$ cat src/rtl/uprd_pkg.sv
// Package for the peer-pair relay decider: item types, codes and constants.
// Used by all modules under rtl; depends on nothing.
package uprd_pkg;

	typedef struct packed {
		logic [11:0] packet_length;
		logic [31:0] header_magic;
		logic [63:0] token_chars_0;
		logic [63:0] token_chars_1;
		logic [63:0] token_chars_2;
		logic [63:0] token_chars_3;
		logic [7:0]  byte_thirty_six;
		logic [7:0]  byte_thirty_seven;
		logic [63:0] ready_number_a;
		logic [63:0] ready_number_b;
		logic [31:0] source_ip;
		logic [15:0] source_port;
	} in_item_t;

	typedef struct packed {
		logic [2:0]  action;
		logic [31:0] dest_ip;
		logic [15:0] dest_port;
	} out_item_t;

	typedef struct packed {
		logic        active;
		logic [31:0] ip;
		logic [15:0] port;
	} ep_t;

	// Item class decided by the front end
	localparam logic [2:0] CLS_DROP   = 3'd0;
	localparam logic [2:0] CLS_HEALTH = 3'd1;
	localparam logic [2:0] CLS_V3     = 3'd2;
	localparam logic [2:0] CLS_LEGACY = 3'd3;
	localparam logic [2:0] CLS_RELAY  = 3'd4;

	// Classified item handed to the back end
	typedef struct packed {
		logic [2:0]  cls;
		logic        tok_ok;
		logic [15:0] declared;
		logic        slot;
		logic        slot_ok;
		logic [63:0] key_a;
		logic [63:0] key_b;
		logic [31:0] ip;
		logic [15:0] port;
	} cls_item_t;

	localparam logic [2:0] ACT_DROP       = 3'd0;
	localparam logic [2:0] ACT_HEALTH     = 3'd1;
	localparam logic [2:0] ACT_REGISTERED = 3'd2;
	localparam logic [2:0] ACT_WAITING    = 3'd3;
	localparam logic [2:0] ACT_FORWARD    = 3'd4;

	localparam logic [31:0] MAGIC_REG    = 32'h53463447;
	localparam logic [31:0] MAGIC_HEALTH = 32'h53463448;
	localparam int LEN_HEALTH = 4;
	localparam int LEN_LEGACY = 4 + 32;
	localparam int LEN_V2     = 4 + 32 + 2;
	localparam int LEN_V3     = 4 + 32 + 1 + 1 + 8 + 8;
	localparam logic [7:0] V3_VERSION = 8'd3;

	localparam int TOKEN_REGS = 2;
	localparam logic [0:0] REG_TOKEN_HIGH = 1'b0;
	localparam logic [0:0] REG_TOKEN_LOW  = 1'b1;

	// One ASCII hex character to a nibble, with a valid flag on top
	function automatic logic [4:0] hex_digit(input logic [7:0] c);
		logic [4:0] r;
		r = 5'd0;
		if (c >= 8'h30 && c <= 8'h39) begin
			r = {1'b1, 4'(c - 8'h30)};
		end else if (c >= 8'h61 && c <= 8'h66) begin
			r = {1'b1, 4'(c - 8'h57)};
		end else if (c >= 8'h41 && c <= 8'h46) begin
			r = {1'b1, 4'(c - 8'h37)};
		end
		return r;
	endfunction

endpackage

$ cat src/rtl/uprd_front.sv
// Front end: accepts items, classifies them and checks the room token.
// Depends on uprd_pkg. Two stages: hex decode, then token compare.
module uprd_front #(
	parameter int MAX_PACKET_BYTES = 2048
) (
	input  logic                 clk,
	input  logic                 arst_n,
	input  logic                 in_valid,
	output logic                 in_ready,
	input  uprd_pkg::in_item_t   in_item,
	input  logic [63:0]          tok_high,
	input  logic [63:0]          tok_low,
	output logic                 out_valid,
	input  logic                 out_ready,
	output uprd_pkg::cls_item_t  out_item
);

	logic                v_s1, v_s2;
	uprd_pkg::cls_item_t c_s1, c_s2;
	logic [127:0]        val_s1;
	logic                hex_s1;

	logic [11:0]         len_c;
	logic [255:0]        chars_c;
	logic [127:0]        val_c;
	logic                hex_c;
	logic [4:0]          dig_c;
	uprd_pkg::cls_item_t c_c;
	uprd_pkg::cls_item_t c_tok;
	logic                adv2, adv1;

	// Clamp the length to the receive limit
	always_comb begin
		if (32'(in_item.packet_length) > 32'(MAX_PACKET_BYTES)) begin
			len_c = 12'(MAX_PACKET_BYTES);
		end else begin
			len_c = in_item.packet_length;
		end
	end

	// Decode 32 hex characters, independent per character
	assign chars_c = {in_item.token_chars_0, in_item.token_chars_1,
		in_item.token_chars_2, in_item.token_chars_3};
	always_comb begin
		hex_c = 1'b1;
		val_c = '0;
		dig_c = '0;
		for (int i = 0; i < 32; i++) begin
			dig_c = uprd_pkg::hex_digit(chars_c[8*i +: 8]);
			hex_c = hex_c & dig_c[4];
			val_c[4*i +: 4] = dig_c[3:0];
		end
	end

	// Classify
	always_comb begin
		c_c = '0;
		c_c.ip = in_item.source_ip;
		c_c.port = in_item.source_port;
		c_c.key_a = in_item.ready_number_a;
		c_c.key_b = in_item.ready_number_b;
		c_c.slot = in_item.byte_thirty_seven[0];
		c_c.slot_ok = (in_item.byte_thirty_seven[7:1] == 7'd0);
		if (len_c == 12'd0) begin
			c_c.cls = uprd_pkg::CLS_DROP;
		end else if (len_c == 12'(uprd_pkg::LEN_HEALTH)
				&& in_item.header_magic == uprd_pkg::MAGIC_HEALTH) begin
			c_c.cls = uprd_pkg::CLS_HEALTH;
		end else if (in_item.header_magic == uprd_pkg::MAGIC_REG
				&& len_c == 12'(uprd_pkg::LEN_V3)
				&& in_item.byte_thirty_six == uprd_pkg::V3_VERSION) begin
			c_c.cls = uprd_pkg::CLS_V3;
		end else if (in_item.header_magic == uprd_pkg::MAGIC_REG
				&& (len_c == 12'(uprd_pkg::LEN_LEGACY) || len_c == 12'(uprd_pkg::LEN_V2))) begin
			c_c.cls = uprd_pkg::CLS_LEGACY;
			if (len_c == 12'(uprd_pkg::LEN_V2)) begin
				c_c.declared = {in_item.byte_thirty_six, in_item.byte_thirty_seven};
			end
		end else begin
			c_c.cls = uprd_pkg::CLS_RELAY;
		end
	end

	// Compare the decoded token with the configured value
	always_comb begin
		c_tok = c_s1;
		c_tok.tok_ok = hex_s1 && val_s1 == {tok_high, tok_low};
	end

	assign adv2 = !v_s2 || out_ready;
	assign adv1 = !v_s1 || adv2;
	assign in_ready = adv1;

	// Advance the valid flags
	always_ff @(posedge clk or negedge arst_n) begin
		if (!arst_n) begin
			v_s1 <= 1'b0;
			v_s2 <= 1'b0;
		end else begin
			if (adv2) v_s2 <= v_s1;
			if (adv1) v_s1 <= in_valid;
		end
	end

	// Hold payloads; compare the token in the second stage
	always_ff @(posedge clk) begin
		if (adv1) begin
			c_s1 <= c_c;
			val_s1 <= val_c;
			hex_s1 <= hex_c;
		end
		if (adv2) begin
			c_s2 <= c_tok;
		end
	end

	assign out_valid = v_s2;
	assign out_item = c_s2;

endmodule

$ cat src/rtl/uprd_queue.sv
// Two-entry queue between front and back end.
// Depends on uprd_pkg for the carried item type.
module uprd_queue (
	input  logic                 clk,
	input  logic                 arst_n,
	input  logic                 push,
	output logic                 full,
	input  uprd_pkg::cls_item_t  wdata,
	input  logic                 pop,
	output logic                 empty,
	output uprd_pkg::cls_item_t  rdata
);

	uprd_pkg::cls_item_t mem_q [2];
	logic       wp_q, rp_q;
	logic [1:0] cnt_q;
	logic       do_push, do_pop;

	assign full = cnt_q == 2'd2;
	assign empty = cnt_q == 2'd0;
	assign do_push = push && !full;
	assign do_pop = pop && !empty;
	assign rdata = mem_q[rp_q];

	// Advance pointers and count
	always_ff @(posedge clk or negedge arst_n) begin
		if (!arst_n) begin
			wp_q <= 1'b0;
			rp_q <= 1'b0;
			cnt_q <= 2'd0;
		end else begin
			if (do_push) wp_q <= !wp_q;
			if (do_pop) rp_q <= !rp_q;
			cnt_q <= cnt_q + 2'(do_push) - 2'(do_pop);
		end
	end

	always_ff @(posedge clk) begin
		if (do_push) mem_q[wp_q] <= wdata;
	end

endmodule

$ cat src/rtl/uprd_back.sv
// Back end: applies one classified item to the endpoint tables and decides.
// Depends on uprd_pkg. One item per cycle into an output register while results are taken.
module uprd_back (
	input  logic                 clk,
	input  logic                 arst_n,
	input  logic                 in_valid,
	output logic                 in_ready,
	input  uprd_pkg::cls_item_t  in_item,
	output logic                 out_valid,
	input  logic                 out_ready,
	output uprd_pkg::out_item_t  out_item
);

	uprd_pkg::ep_t leg_q [2];
	uprd_pkg::ep_t act_q [2];
	uprd_pkg::ep_t pen_q [2];
	logic [63:0]   act_a_q, act_b_q, pen_a_q, pen_b_q;
	logic          act_v_q, pen_v_q;
	logic          ov_q;
	uprd_pkg::out_item_t o_q;

	uprd_pkg::ep_t leg_n [2];
	uprd_pkg::ep_t act_n [2];
	uprd_pkg::ep_t pen_n [2];
	logic [63:0]   act_a_n, act_b_n, pen_a_n, pen_b_n;
	logic          act_v_n, pen_v_n;
	uprd_pkg::out_item_t o_n;
	uprd_pkg::ep_t fs [2];
	logic          take;
	logic [1:0]    hit_ep, hit_ip, hit_dp;
	logic          k_ok, k, rebind, src_ok, src;
	uprd_pkg::cls_item_t c;

	assign in_ready = !ov_q || out_ready;
	assign take = in_valid && in_ready;
	assign c = in_item;

	// Next state and result for one item
	always_comb begin
		leg_n = leg_q; act_n = act_q; pen_n = pen_q;
		act_a_n = act_a_q; act_b_n = act_b_q; act_v_n = act_v_q;
		pen_a_n = pen_a_q; pen_b_n = pen_b_q; pen_v_n = pen_v_q;
		o_n = '0;
		fs = act_v_q ? act_q : leg_q;
		k_ok = 1'b0; k = 1'b0; rebind = 1'b0; src_ok = 1'b0; src = 1'b0;
		hit_ep = '0; hit_ip = '0; hit_dp = '0;
		unique case (c.cls)
			uprd_pkg::CLS_HEALTH: begin
				o_n = '{uprd_pkg::ACT_HEALTH, c.ip, c.port};
			end
			uprd_pkg::CLS_V3: begin
				if (c.tok_ok && c.slot_ok) begin
					if (act_v_q && act_a_q == c.key_a && act_b_q == c.key_b) begin
						act_n[c.slot] = '{1'b1, c.ip, c.port};
						o_n.action = (act_n[0].active && act_n[1].active)
							? uprd_pkg::ACT_REGISTERED : uprd_pkg::ACT_WAITING;
					end else begin
						if (!(pen_v_q && pen_a_q == c.key_a && pen_b_q == c.key_b)) begin
							pen_n[0] = '0; pen_n[1] = '0;
							pen_a_n = c.key_a; pen_b_n = c.key_b; pen_v_n = 1'b1;
						end
						pen_n[c.slot] = '{1'b1, c.ip, c.port};
						o_n.action = uprd_pkg::ACT_WAITING;
						// Promote a complete pending generation
						if (pen_n[0].active && pen_n[1].active) begin
							act_n = pen_n; act_a_n = pen_a_n; act_b_n = pen_b_n;
							act_v_n = 1'b1;
							pen_n[0] = '0; pen_n[1] = '0;
							pen_a_n = '0; pen_b_n = '0; pen_v_n = 1'b0;
							o_n.action = uprd_pkg::ACT_REGISTERED;
						end
					end
					o_n.dest_ip = c.ip; o_n.dest_port = c.port;
				end
			end
			uprd_pkg::CLS_LEGACY: begin
				for (int i = 0; i < 2; i++) begin
					hit_ep[i] = leg_q[i].active && leg_q[i].ip == c.ip
						&& leg_q[i].port == c.port;
					hit_ip[i] = leg_q[i].active && leg_q[i].ip == c.ip;
					hit_dp[i] = leg_q[i].active && leg_q[i].port == c.declared;
				end
				if (hit_ep != 2'b00) begin
					k_ok = 1'b1; k = !hit_ep[0];
				end else if (!leg_q[0].active || !leg_q[1].active) begin
					k_ok = 1'b1; k = leg_q[0].active;
				end else if (hit_ip == 2'b01 || hit_ip == 2'b10) begin
					k_ok = 1'b1; k = hit_ip[1];
				end else if (c.declared != 16'd0 && (hit_dp == 2'b01 || hit_dp == 2'b10)) begin
					k_ok = 1'b1; k = hit_dp[1];
				end
				if (c.tok_ok && k_ok) begin
					rebind = leg_q[k].active
						&& !(leg_q[k].ip == c.ip && leg_q[k].port == c.port);
					leg_n[k] = '{1'b1, c.ip, c.port};
					if (rebind) leg_n[!k].active = 1'b0;
					o_n.action = (leg_n[0].active && leg_n[1].active)
						? uprd_pkg::ACT_REGISTERED : uprd_pkg::ACT_WAITING;
					o_n.dest_ip = c.ip; o_n.dest_port = c.port;
				end
			end
			uprd_pkg::CLS_RELAY: begin
				for (int i = 0; i < 2; i++) begin
					hit_ep[i] = fs[i].active && fs[i].ip == c.ip && fs[i].port == c.port;
					hit_ip[i] = fs[i].active && fs[i].ip == c.ip;
				end
				if (hit_ep != 2'b00) begin
					src_ok = 1'b1; src = !hit_ep[0];
				end else if (!act_v_q && (hit_ip == 2'b01 || hit_ip == 2'b10)) begin
					src_ok = 1'b1; src = hit_ip[1];
					leg_n[src].ip = c.ip; leg_n[src].port = c.port;
				end
				if (src_ok && fs[!src].active) begin
					o_n = '{uprd_pkg::ACT_FORWARD, fs[!src].ip, fs[!src].port};
				end
			end
			default: begin
				o_n = '0;
			end
		endcase
	end

	// Commit state and hold the result
	always_ff @(posedge clk or negedge arst_n) begin
		if (!arst_n) begin
			ov_q <= 1'b0;
			for (int i = 0; i < 2; i++) begin
				leg_q[i] <= '0; act_q[i] <= '0; pen_q[i] <= '0;
			end
			act_a_q <= '0; act_b_q <= '0; act_v_q <= 1'b0;
			pen_a_q <= '0; pen_b_q <= '0; pen_v_q <= 1'b0;
		end else begin
			if (in_ready) ov_q <= take;
			if (take) begin
				leg_q <= leg_n; act_q <= act_n; pen_q <= pen_n;
				act_a_q <= act_a_n; act_b_q <= act_b_n; act_v_q <= act_v_n;
				pen_a_q <= pen_a_n; pen_b_q <= pen_b_n; pen_v_q <= pen_v_n;
			end
		end
	end

	always_ff @(posedge clk) begin
		if (take) o_q <= o_n;
	end

	assign out_valid = ov_q;
	assign out_item = o_q;

endmodule

$ cat src/rtl/udp_peer_pair_relay_decider.sv
// Top level of the peer-pair relay decider; joins front end, queue and back end.
// Depends on uprd_pkg, uprd_front, uprd_queue and uprd_back.
//
// Takes one datagram header per push and returns exactly one decision per item, in
// order, on a queue-style result port. An item passes a two-stage front end (hex
// decode of the room token and class, then token compare), a two-entry queue and a
// back end that updates the endpoint tables into an output register. The result is
// on the ports (empty low) once that register holds it, and one item can be
// accepted every cycle while results are popped. Token registers must be written
// over the cfg channel only while idle; the block itself does not enforce this.
module udp_peer_pair_relay_decider #(
	parameter int MAX_PACKET_BYTES = 2048
) (
	input  logic                 clk,
	input  logic                 arst_n,
	input  logic                 push,
	output logic                 full,
	input  uprd_pkg::in_item_t   in_item,
	output logic                 empty,
	input  logic                 pop,
	output uprd_pkg::out_item_t  out_item,
	input  logic                 cfg_valid,
	output logic                 cfg_ready,
	input  logic [0:0]           cfg_index,
	input  logic [63:0]          cfg_data
);

	logic [63:0]         tok_high_q, tok_low_q;
	logic                f_valid, f_ready, q_full, q_empty, b_ready, b_valid;
	uprd_pkg::cls_item_t f_item, q_item;
	logic                in_rdy;

	assign cfg_ready = 1'b1;

	// Write token registers
	always_ff @(posedge clk or negedge arst_n) begin
		if (!arst_n) begin
			tok_high_q <= '0;
			tok_low_q <= '0;
		end else if (cfg_valid) begin
			unique case (cfg_index)
				uprd_pkg::REG_TOKEN_HIGH: tok_high_q <= cfg_data;
				uprd_pkg::REG_TOKEN_LOW:  tok_low_q <= cfg_data;
				default: ;
			endcase
		end
	end

	assign full = !in_rdy;

	uprd_front #(.MAX_PACKET_BYTES(MAX_PACKET_BYTES)) u_front (
		.clk(clk), .arst_n(arst_n),
		.in_valid(push), .in_ready(in_rdy), .in_item(in_item),
		.tok_high(tok_high_q), .tok_low(tok_low_q),
		.out_valid(f_valid), .out_ready(f_ready), .out_item(f_item)
	);

	assign f_ready = !q_full;

	uprd_queue u_queue (
		.clk(clk), .arst_n(arst_n),
		.push(f_valid), .full(q_full), .wdata(f_item),
		.pop(b_ready), .empty(q_empty), .rdata(q_item)
	);

	uprd_back u_back (
		.clk(clk), .arst_n(arst_n),
		.in_valid(!q_empty), .in_ready(b_ready), .in_item(q_item),
		.out_valid(b_valid), .out_ready(pop), .out_item(out_item)
	);

	assign empty = !b_valid;

endmodule
$ cat config.mk
export PLATFORM = sky130hd
export DESIGN_NAME = udp_peer_pair_relay_decider
export DESIGN_NICKNAME = d
export VERILOG_FILES = /design/src/rtl/uprd_pkg.sv /design/src/rtl/uprd_front.sv /design/src/rtl/uprd_queue.sv /design/src/rtl/uprd_back.sv /design/src/rtl/udp_peer_pair_relay_decider.sv
export SDC_FILE = /design/constraint.sdc
export NUM_CORES = 2
export LEC_CHECK = 0
export BUFFER_PORTS_ARGS = -buffer_cell sky130_fd_sc_hd__buf_4
export CORE_ASPECT_RATIO = 0.7
export CORE_MARGIN = 2
export CORE_UTILIZATION = 30
export CTS_BUF_LIST = sky130_fd_sc_hd__clkbuf_8
export CTS_CLUSTER_DIAMETER = 150
export DETAILED_ROUTE_END_ITERATION = 12
export GPL_TIMING_DRIVEN = 0
export HOLD_SLACK_MARGIN = 0.05
export PLACE_DENSITY_LB_ADDON = 0.25
export SYNTH_ARGS = -nofsm -noshare
export SYNTH_HDL_FRONTEND = slang
export SYNTH_SLANG_ARGS = --single-unit
$ cat constraint.sdc
create_clock -name clk -period 28.6 [get_ports clk]
set_clock_uncertainty 0.1 [all_clocks]
set_input_delay 5.72 -clock clk [delete_from_list [all_inputs] [get_ports clk]]
set_output_delay 5.72 -clock clk [all_outputs]
set_load 0.05 [all_outputs]
==> summary.txt <==
status = finished with violations
failing checks = max-capacitance violations
CP arrival = 3.46 ns
top cells by count, synth = 971 x edfxtp_1, 687 x dfrtp_1, 553 x nand2_1, 482 x o21ai_0, 384 x xnor2_1
initial antenna violation count = 55
vias in the first global route = 49382
Seq/Total Area, Yosys = 63.1%
Die Width = 595 microns
Port Buf Inserts = 614
crit-path max FO = 15
clk_lat worst skew = 0.96 ns
kind of critical path = reg -> out
Worst EP required = 22.78 ns
Min Clock Period, post-route = 9.28 ns
area grow syn2layout = 20.6%
Core Area = 243000 sq um
endpoints failing setup = 0
Max clock buf depth = 4
Flop pwr share = 43.1%
nets = 7095
post-CTS sizing = 0
Finished Layout Cells = 9851
DRT met1 WL = 127 mm
syn_nets = 6133
final hold slack = 0.254 ns
dpl cell area = 83100 sq um
fin worst setup slack = 19.32 ns
Clock Root Buffer = clkbuf_8
CTS Sinks = 1658
Critical Path Source Type = flip-flop
Syn Std Cell Area = 73400 sq um
Die Y = 418 microns
Clock transition at path regs = 0.06 ns
Main synth FF type = edfxtp_1
Post-DP HPWL = 211 mm
Yosys warning count = 0
top cell type's share of synthesized area = 39.7%
Switch Pwr = 3.27 mW
GPL Wtd Cong = 0.960
WL met2 = 121 mm
Mapped Cells = 5441
Post-synth ARST share = 41.4%
Crit Reg-Reg Startpoint = u_queue.rp_q
final slew viol count = 0
worst hold path class = reg -> reg
placed cells = 9323
count leader, synth = edfxtp_1
TritonRoute pass-1 iters = 7
post-CTS setup buffer count = 0
Yosys cell types = 76
TritonCTS Buffers = 286
synth top area cells = edfxtp_1 40%, dfrtp_1 23%, xnor2_1 4.6%
P per Cell Area = 96.7 nW/um^2
Crit. Startpoint = u_queue.cnt_q[0]
total wire length = 280 mm
syn_area_per_cell = 13.5 sq um
Synth area leader = edfxtp_1
vias per cell = 5.10
Total Routing Usage GR = 22.0%
largest net degree at the start of global routing = 115
Int Pwr = 5.30 mW
Fill cells = 23534
Yosys reg bits = 1658
post-route antenna net violation count = 0
Lkg Pwr = 36.3 nW
worst hold start = u_front.c_s1[189]
Highest Signal Layer = met5
max_cap viols = 1
Initial Util = 30.3%
io pins = 616
EDFF count, synth = 971
Max Clk Rate = 108 MHz
Max H-tree Level = 5
die area = 249000 sq um
TritonCTS clock tree = done
Sw Share = 38.1%
DR WL met3 = 24.5 mm
DRC Markers = 0
final hold violation count = 0
post-route clock period utilization = 32.5%
initial DRC count = 5076
RSZ-0062 raised after global routing = no
total overflow reported by the global router = 0
Slew HR = 0.489%
share of layout cells above drive strength 1 = 22.1%
worst slew pin tran = 1.45 ns
logic gate share of total power = 32.7%
post-route cell area = 88600 sq um
Setup TNS = 0 ns
pre-CTS WS = 18.97 ns
final core utilization = 36.5%
Cell Rows = 151
via count = 50273
worst vdd ir = 0.0459 mV
Clock power frac = 24.2%
first-pass GRT wire length = 385 mm
cts hold-fix bufs = 0
Avg WL per Cell = 28.5 microns
Final Power = 8.57 mW
CP endpoint kind = primary output
## sequential cells by signal (all words and copies together) (netlist names), 2 cells and up
name and count:
tok_high_q 64, tok_low_q 64, u_back.act_a_q 64, u_back.act_b_q 64, u_back.act_q 98, u_back.leg_q 98
u_back.out_item 51, u_back.pen_a_q 64, u_back.pen_b_q 64, u_back.pen_q 98, u_front.c_s1 197, u_front.out_item 198
u_front.val_s1 128, u_queue.cnt_q 2, u_queue.mem_q 396
## layout by cell type, fill, tap and decap left out, types with 31 or more instances in the layout
master	instances
a221oi_1	31
a22o_1	140
a22oi_1	36
a31oi_1	31
and3_1	35
buf_2	63
buf_4	627
clkbuf_1	98
clkbuf_8	308
clkinv_1	40
dfrtp_1	687
edfxtp_1	971
ha_1	130
inv_1	311
mux2_1	96
mux2_2	232
mux2i_1	298
mux4_2	35
nand2_1	553
nand3_1	59
nand4_1	85
nor2_1	154
nor4_1	96
nor4b_1	35
o21ai_0	482
o22ai_1	44
xnor2_1	384
xor2_1	85
## kinds of logic (layout without fill, tap and decap cells)
| kind of cell | count (synthesis) | in the layout | share of synthesized area (%) |
|---|---|---|---|
| AO/OA/AOI/OAI | 945 | 945 | 8.28 |
| XOR/XNOR | 469 | 469 | 5.60 |
| adder cells (fa/ha/maj) | 130 | 130 | 2.22 |
| buffers and inverters | 403 | 1584 | 2.43 |
| flip-flops | 1658 | 1658 | 63.1 |
| multiplexers | 696 | 696 | 10.9 |
| other | 1 | 17 | 0.00511 |
| AND/OR/NAND/NOR | 1139 | 1139 | 7.45 |
## worst paths after layout
| kind | end | slack (ns) | cells past startpoint |
|---|---|---|---|
| worst max-delay path | full | 19.32 | 10 |
| min in group asynchronous | u_back.pen_b_q[53] | 4.72 | 2 |
| worst max register to register | u_back.pen_b_q[60] | 20.57 | 14 |
| worst min register to register | u_front.out_item[189] | 0.25 | 0 |
| worst min-delay path | u_front.out_item[189] | 0.25 | 0 |
| max in group asynchronous | tok_high_q[51] | 21.65 | 5 |
## power groups by stage
stage                     sequential, mW  combinational, mW  clock (mW)
after CTS                           3.69               2.78        2.13
final                               3.69               2.80        2.07
after floorplan                     3.87               1.40           0
after global routing                3.76               2.95        2.24
after global placement              3.98               2.65           0
after detailed placement            3.74               2.77           0
## worst max-delay path, cell delays in order (launching register included)
cell     delay [ns]
dfrtp_1        0.39
inv_1          0.15
nand4_1        0.51
buf_8          0.37
buf_8          0.17
buf_8          0.16
buf_16         0.16
buf_8          0.16
buf_8          0.16
inv_1          0.06
buf_4          0.18
## metal layers
metal / global-route usage (%) / up-vias
li1: - / 22087
met1: 31.3 / 25717
met2: 32.8 / 2018
met3: 6.28 / 413
met4: 5.77 / 38
met5: 0 / -
## cell type report
| class | count | area (sq um) | share of cell area, % |
|---|---|---|---|
| well taps | 3213 | 4020 | 4.54 |
| clock inverters | 199 | 1050 | 1.19 |
| diodes | 16 | 40.0 | 0.0452 |
| inverters | 210 | 788 | 0.890 |
| repair buffers | 674 | 5720 | 6.46 |
| clock buffers | 308 | 4240 | 4.79 |
| multi-input cells | 3380 | 25300 | 28.6 |
| flip-flops and latches | 1658 | 46300 | 52.3 |
| plain buffers | 193 | 998 | 1.13 |
Note: power is estimated with default switching activity, not from simulation.
